==> config.mk <==
export PLATFORM = sky130hd
export DESIGN_NAME = spm_cfg_regs
export DESIGN_NICKNAME = d
export VERILOG_FILES = /design/src/rtl/spm_pkg.sv /design/src/rtl/spm_cfg_regs.sv
export SDC_FILE = /design/constraint.sdc
export NUM_CORES = 1
export LEC_CHECK = 0
export ABC_AREA = 1
export ABC_CLOCK_PERIOD_IN_PS = 900
export BUFFER_PORTS_ARGS = -buffer_cell sky130_fd_sc_hd__buf_2
export CORE_MARGIN = 1
export CORE_UTILIZATION = 33
export CTS_BUF_LIST = sky130_fd_sc_hd__clkbuf_8
export DETAILED_ROUTE_END_ITERATION = 6
export HOLD_SLACK_MARGIN = 0.08
export MAX_ROUTING_LAYER = met4
export PLACE_DENSITY = 0.81
export REMOVE_ABC_BUFFERS = 1
export SYNTH_ARGS = -nofsm -noshare
export SYNTH_HDL_FRONTEND = slang
export SYNTH_SLANG_ARGS = --single-unit
==> constraint.sdc <==
create_clock -name clk -period 0.9 [get_ports clk]
set_input_delay 0.18 -clock clk [delete_from_list [all_inputs] [get_ports clk]]
set_output_delay 0.18 -clock clk [all_outputs]
set_load 0.01 [all_outputs]
==> src/rtl/spm_pkg.sv <==
// ----------------------------------------------------------------------------
// spm_pkg
// Shared types and codes for the sample playback mixer: opcodes, status
// codes, register indexes and the sound table entry.
// ----------------------------------------------------------------------------
package spm_pkg;

	// command opcodes
	localparam logic [1:0] OP_TICK    = 2'd0;
	localparam logic [1:0] OP_TRIGGER = 2'd1;
	localparam logic [1:0] OP_WR_BYTE = 2'd2;
	localparam logic [1:0] OP_WR_SND  = 2'd3;

	// result status codes
	localparam logic [1:0] STAT_OK        = 2'd0;
	localparam logic [1:0] STAT_BAD_SOUND = 2'd1;
	localparam logic [1:0] STAT_BAD_CHAN  = 2'd2;

	// register indexes (word address bit 2)
	localparam logic REG_ACTIVE_CH = 1'b0;
	localparam logic REG_SOUND_CNT = 1'b1;

	localparam logic [2:0] ACTIVE_CH_RST = 3'd4;
	localparam logic [4:0] SOUND_CNT_RST = 5'd16;

	// unsigned sample midpoint and ceiling
	localparam logic [7:0] MID_SAMPLE = 8'd128;
	localparam logic [7:0] MAX_SAMPLE = 8'd255;

	typedef struct packed {
		logic [2:0] live_ch;   // active_channels capped at the channel count
		logic [4:0] live_snd;  // sound_count capped at the table depth
	} cfg_t;

	typedef struct packed {
		logic [15:0] start;
		logic [15:0] len;
		logic        rep;
	} snd_entry_t;

endpackage

==> src/rtl/spm_cfg_regs.sv <==
// ----------------------------------------------------------------------------
// spm_cfg_regs
// APB register block: active channel count and valid sound count, with the
// capped values that the datapath uses.
// ----------------------------------------------------------------------------
module spm_cfg_regs import spm_pkg::*; #(
	parameter int CHANNELS = 4,
	parameter int SOUNDS   = 16
) (
	input  logic        clk,
	input  logic        arst_n,
	input  logic        psel,
	input  logic        penable,
	input  logic        pwrite,
	input  logic [2:0]  paddr,
	input  logic [31:0] pwdata,
	output logic [31:0] prdata,
	output cfg_t        cfg
);

	logic [2:0] active_ch_q;
	logic [4:0] sound_cnt_q;
	logic       wr_en;

	assign wr_en = psel && penable && pwrite;

	always_ff @(posedge clk or negedge arst_n) begin
		if (!arst_n) begin
			active_ch_q <= ACTIVE_CH_RST;
			sound_cnt_q <= SOUND_CNT_RST;
		end else if (wr_en) begin
			unique case (paddr[2])
				REG_ACTIVE_CH: active_ch_q <= pwdata[2:0];
				REG_SOUND_CNT: sound_cnt_q <= pwdata[4:0];
				default: ;
			endcase
		end
	end

	always_comb begin
		unique case (paddr[2])
			REG_ACTIVE_CH: prdata = {29'd0, active_ch_q};
			REG_SOUND_CNT: prdata = {27'd0, sound_cnt_q};
			default:       prdata = '0;
		endcase
	end

	// cap at the hardware sizes; the capped value always fits the field
	always_comb begin
		cfg.live_ch  = (32'(active_ch_q) > CHANNELS) ? 3'(CHANNELS) : active_ch_q;
		cfg.live_snd = (32'(sound_cnt_q) > SOUNDS) ? 5'(SOUNDS) : sound_cnt_q;
	end

endmodule

# ---- Yosys cells after proc, flatten, opt, wreduce, memory -nomap -nowiden
# Cells that the tools add are included.
dict set report classes {
  n_lt_le_gt_ge 2
  n_mux 3
  n_reduce_logical 4
  bitwise 1
}
# cell count
set ops {}
lappend ops {{$pmux 32 s2} 1}
lappend ops {{$gt 5x5->1 const B} 1}
lappend ops {{$mux 5} 1}
lappend ops {{$reduce_and 2->1} 2}
lappend ops {{$gt 3x3->1 const B} 1}
lappend ops {{$mux 3} 1}
lappend ops {{$logic_and 1x1->1} 2}
lappend ops {{$not 1->1} 1}
dict set report totals {
  ff_bits 8
}

# ---- Logic depth before layout (Yosys ltp)
dict set report logic_depth {
  word_depth 3
  depth_mapped 4
}

# ---- Worst setup path before layout
# No wires, ideal clock.
dict set report synth_timing {
  path_type {register -> output}
  startpoint {register sound_cnt_q[3]}
  endpoint {output cfg[0] (netlist name)}
  t_arrival_ns 0.829
  setup_slack_ns -0.109
  n_path_buf 0
  stages_incl_launch_ff 4
  path_cell_list {dfrtp_1 nor2_1 nand2_1 a21boi_0}
}
# element line_no
set synth_rtl {}
lappend synth_rtl {{start: declaration} spm_cfg_regs.sv:22} ;# logic [4:0] sound_cnt_q;
lappend synth_rtl {{start signal: assignment} spm_cfg_regs.sv:34} ;# REG_SOUND_CNT: sound_cnt_q <= pwdata[4:0];
lappend synth_rtl {{end: declaration} spm_cfg_regs.sv:18} ;# output cfg_t cfg

# ---- Worst setup path after layout
dict set report layout_timing {
  startpoint {register sound_cnt_q[0]}
  endpoint {output prdata[0]}
}
dict set report layout_via {
  elab_chain_cells 1
}
# element line_no
set layout_lines {}
lappend layout_lines {{$pmux 32 s2} spm_cfg_regs.sv:41} ;# unique case (paddr[2])
lappend layout_lines {{end: declaration} spm_cfg_regs.sv:17} ;# output logic [31:0] prdata,
# No other way between the ends. The select of a mux whose other input is x is not followed.

==> summary.txt <==
Run status
  – Outcome: finished with violations
  – Failing checks: setup timing

Clock tree
  – Cts bufs inserted: 3
  – Worst-path clk slew: 40 ps
  – Clock root cell: clkbuf_8
  – CTS tree: built
  – CTS H-tree lvls: 1
  – Clk buf depth: 2
  – Clk_lat worst skew: 230 ps
  – CTS Sinks: 8

Logic synthesis
  – Post-synthesis mux area share: 0%
  – Compound-Gate Fraction of Synth Area: 3.78%
  – Synth Area in XOR/XNOR: 0%
  – Unique masters post-synth: 14
  – Area leader, netlist: buf_4
  – Ranking of synthesized cells by area: buf_4 32%, dfrtp_1 23%, nand2_1 14%
  – Adder and majority cell fraction of the synthesized area: 0%
  – Sequential fraction of the synthesis area: 30.6%
  – Post-Syn Area: 662 um^2
  – Mean post-synth cell area: 7.12 um^2
  – Post-synthesis register bit count: 8
  – Simple-gate share of the synthesized area: 27.6%
  – Synth Instances: 93
  – Largest family of logic cells by synthesized area: buffers and inverters
  – Yosys warns: 0
  – Share of the synthesized area in the top cell type: 31.8%

STA
  – Clk_skew: 0 ps
  – Final Hold Fails: 0
  – Max Slew Vio Count: 0
  – Final setup viols: 13
  – RSZ-0062 raised after global routing: true
  – Period utilisation layout: 142%
  – F_max: 784 MHz
  – Worst Setup Slack, final: -375 ps
  – Fin crit period: 1280 ps

Finish
  – Fin nets: 166
  – Layout area overhead: 27.8%
  – Fillers: 191
  – Final instance area: 846 um^2
  – Share of layout cells above drive strength 1: 33.9%
  – Antenna cells: 0

Global route
  – Number of global-route vias before repair: 447
  – GRT Util Overall: 13.7%
  – First-pass GRT wire length: 1940 um
  – Pin count of the biggest net entering global routing: 13
  – Antenna violations before repair: 0
  – Global route total overflow: 0

Setup path
  – Slowest-stage cell, CP: dfrtp_1
  – WP depth: 5
  – Delay-heaviest family, CP: flip-flops
  – CP max stage delay: 390 ps
  – Worst Path Arrival: 1100 ps
  – CP startpoint kind: register
  – CP Data Required Time: 720 ps
  – Worst Path Buf+Inv: 3
  – Kind of critical path: register to output port
  – Critical path cell sequence: buf_4 > buf_6 > nand2_2 > o21ai_1 > buf_2
  – R2r worst-path depth: 4
  – Max FO, Critical Path: 3
  – CP endpoint kind: output port

Hold path
  – Hold Crit Class: primary input to register
  – Min-Delay Path Depth: 3

Placed design
  – DP HPWL: 1050 um
  – IO buf count: 23
  – Dpl ws: -146 ps
  – Gpl congestion: 0.756
  – Post-Place Cell Area: 733 um^2

Die
  – Effective utilization at floorplan: 36.7%
  – Die W: 46.8 um
  – Cell Rows: 15
  – Core box area: 1800 um^2
  – Io pins: 80
  – Die height: 46.8 um
  – Die area: 2190 um^2

Routing
  – Drt first pass iters: 4
  – Detail Route Antenna Nets: 0
  – Routed via count: 576
  – Routed Wire Length: 1280 um
  – Via density: 3.87
  – WL/cell: 8.58 um
  – Remaining DRCs: 0
  – DR iter-0 viols: 9

Job
  – Max-Cap Viols: 0

Power and ir drop
  – Peak supply drop: 0.000601 V
  – Leak: 0.516 nW
  – Pwr dens: 1790 nW/um^2
[what timing repair did]
item / 4_1_cts / 5_1_grt
resized for setup: 4 / 12
buffers inserted: 0 / 2
hold buffers: 1 / 0
hold endpoints to repair: 8 / 0
pin swaps: 5 / 1
setup endpoints to repair: 13 / 13
[layout make-up]
cell class,instances,area [um^2],area share (%)
inverters,8,30.0,3.55
multi-input cells,73,322,38.0
clock buffers,3,41.3,4.88
repair buffers,32,219,25.9
well taps,25,31.3,3.70
flip-flops and latches,8,203,24.0
[metrics by stage]
step                setup TNS [ps]  total power [mW]  hold WS (ps)  instances  utilization [%]
floorplan                     -218             0.749          -116         89                -
CTS                          -3660              1.45           183        147             43.9
finish                       -3710              1.51           184        149             46.9
global placement              -423             0.966          23.9        143             40.7
detailed placement            -695             0.988          30.4        143             40.7
global route                 -4430              1.63           187        149             46.9
[registers in the layout, indices dropped and copies added (netlist names)]
name,count
sound_cnt_q,5
active_ch_q,3
[cell families (layout without fill, tap and decap cells)]
group,Yosys count,after routing
compound gates,4,4
simple gates,42,42
buf+inv,38,43
flops,8,8
other cells,1,27
[cell usage in the layout (no fill, tap or decap)]
cell type,n
clkbuf_8,3
buf_6,7
nand2_2,3
buf_4,4
a21boi_1,2
nand2_1,21
nand3_1,8
nand4_1,2
inv_1,7
o21ai_1,2
dfstp_2,2
nor2_4,1
nor2_1,6
nand2_4,1
dlygate4sd3_1,1
buf_2,20
dfrtp_1,6
inv_2,1
conb_1,27
[worst paths after layout]
kind / from / to / slack, ps
max reg2reg: sound_cnt_q[0] / sound_cnt_q[0] / 30
min reg2reg: active_ch_q[0] / active_ch_q[0] / 470
max: sound_cnt_q[0] / prdata[0] / -380
min: pwdata[4] / sound_cnt_q[4] / 180
min in group asynchronous: arst_n / active_ch_q[0] / 330
max in group asynchronous: arst_n / sound_cnt_q[4] / 340
[cells in the mapped netlist, drive strengths merged]
cell	n
buf	28
dfrtp	6
dfstp	2
nand3	8
nand4	2
o21ai	2
nor2	7
inv	8
conb	1
clkbuf	2
nand2	25
a21boi	2
[tightest hold or removal path, cell delays in order]
cell and delay (ps):
buf_2 100, nand3_1 70, nand2_1 60
[report_power, final]
part / switching (mW) / leakage, nW / total [mW] / internal (mW)
clock network: 0.134 / 0.0216 / 0.423 / 0.289
registers: 0.0620 / 0.0964 / 0.505 / 0.443
logic: 0.309 / 0.398 / 0.584 / 0.275
[routing by layer]
| metal | routed length [um] | track usage, % | share of wire [%] | vias to the layer above |
|---|---|---|---|---|
| li1 | - | - | - | 292 |
| met1 | 576 | 16.2 | 45 | 243 |
| met2 | 568 | 20.6 | 44 | 39 |
| met3 | 119 | 3.46 | 9.3 | 2 |
| met4 | 14 | 8.57 | 1.1 | 0 |
| met5 | 0 | - | 0 | - |
(Power assumes the default switching activity.)
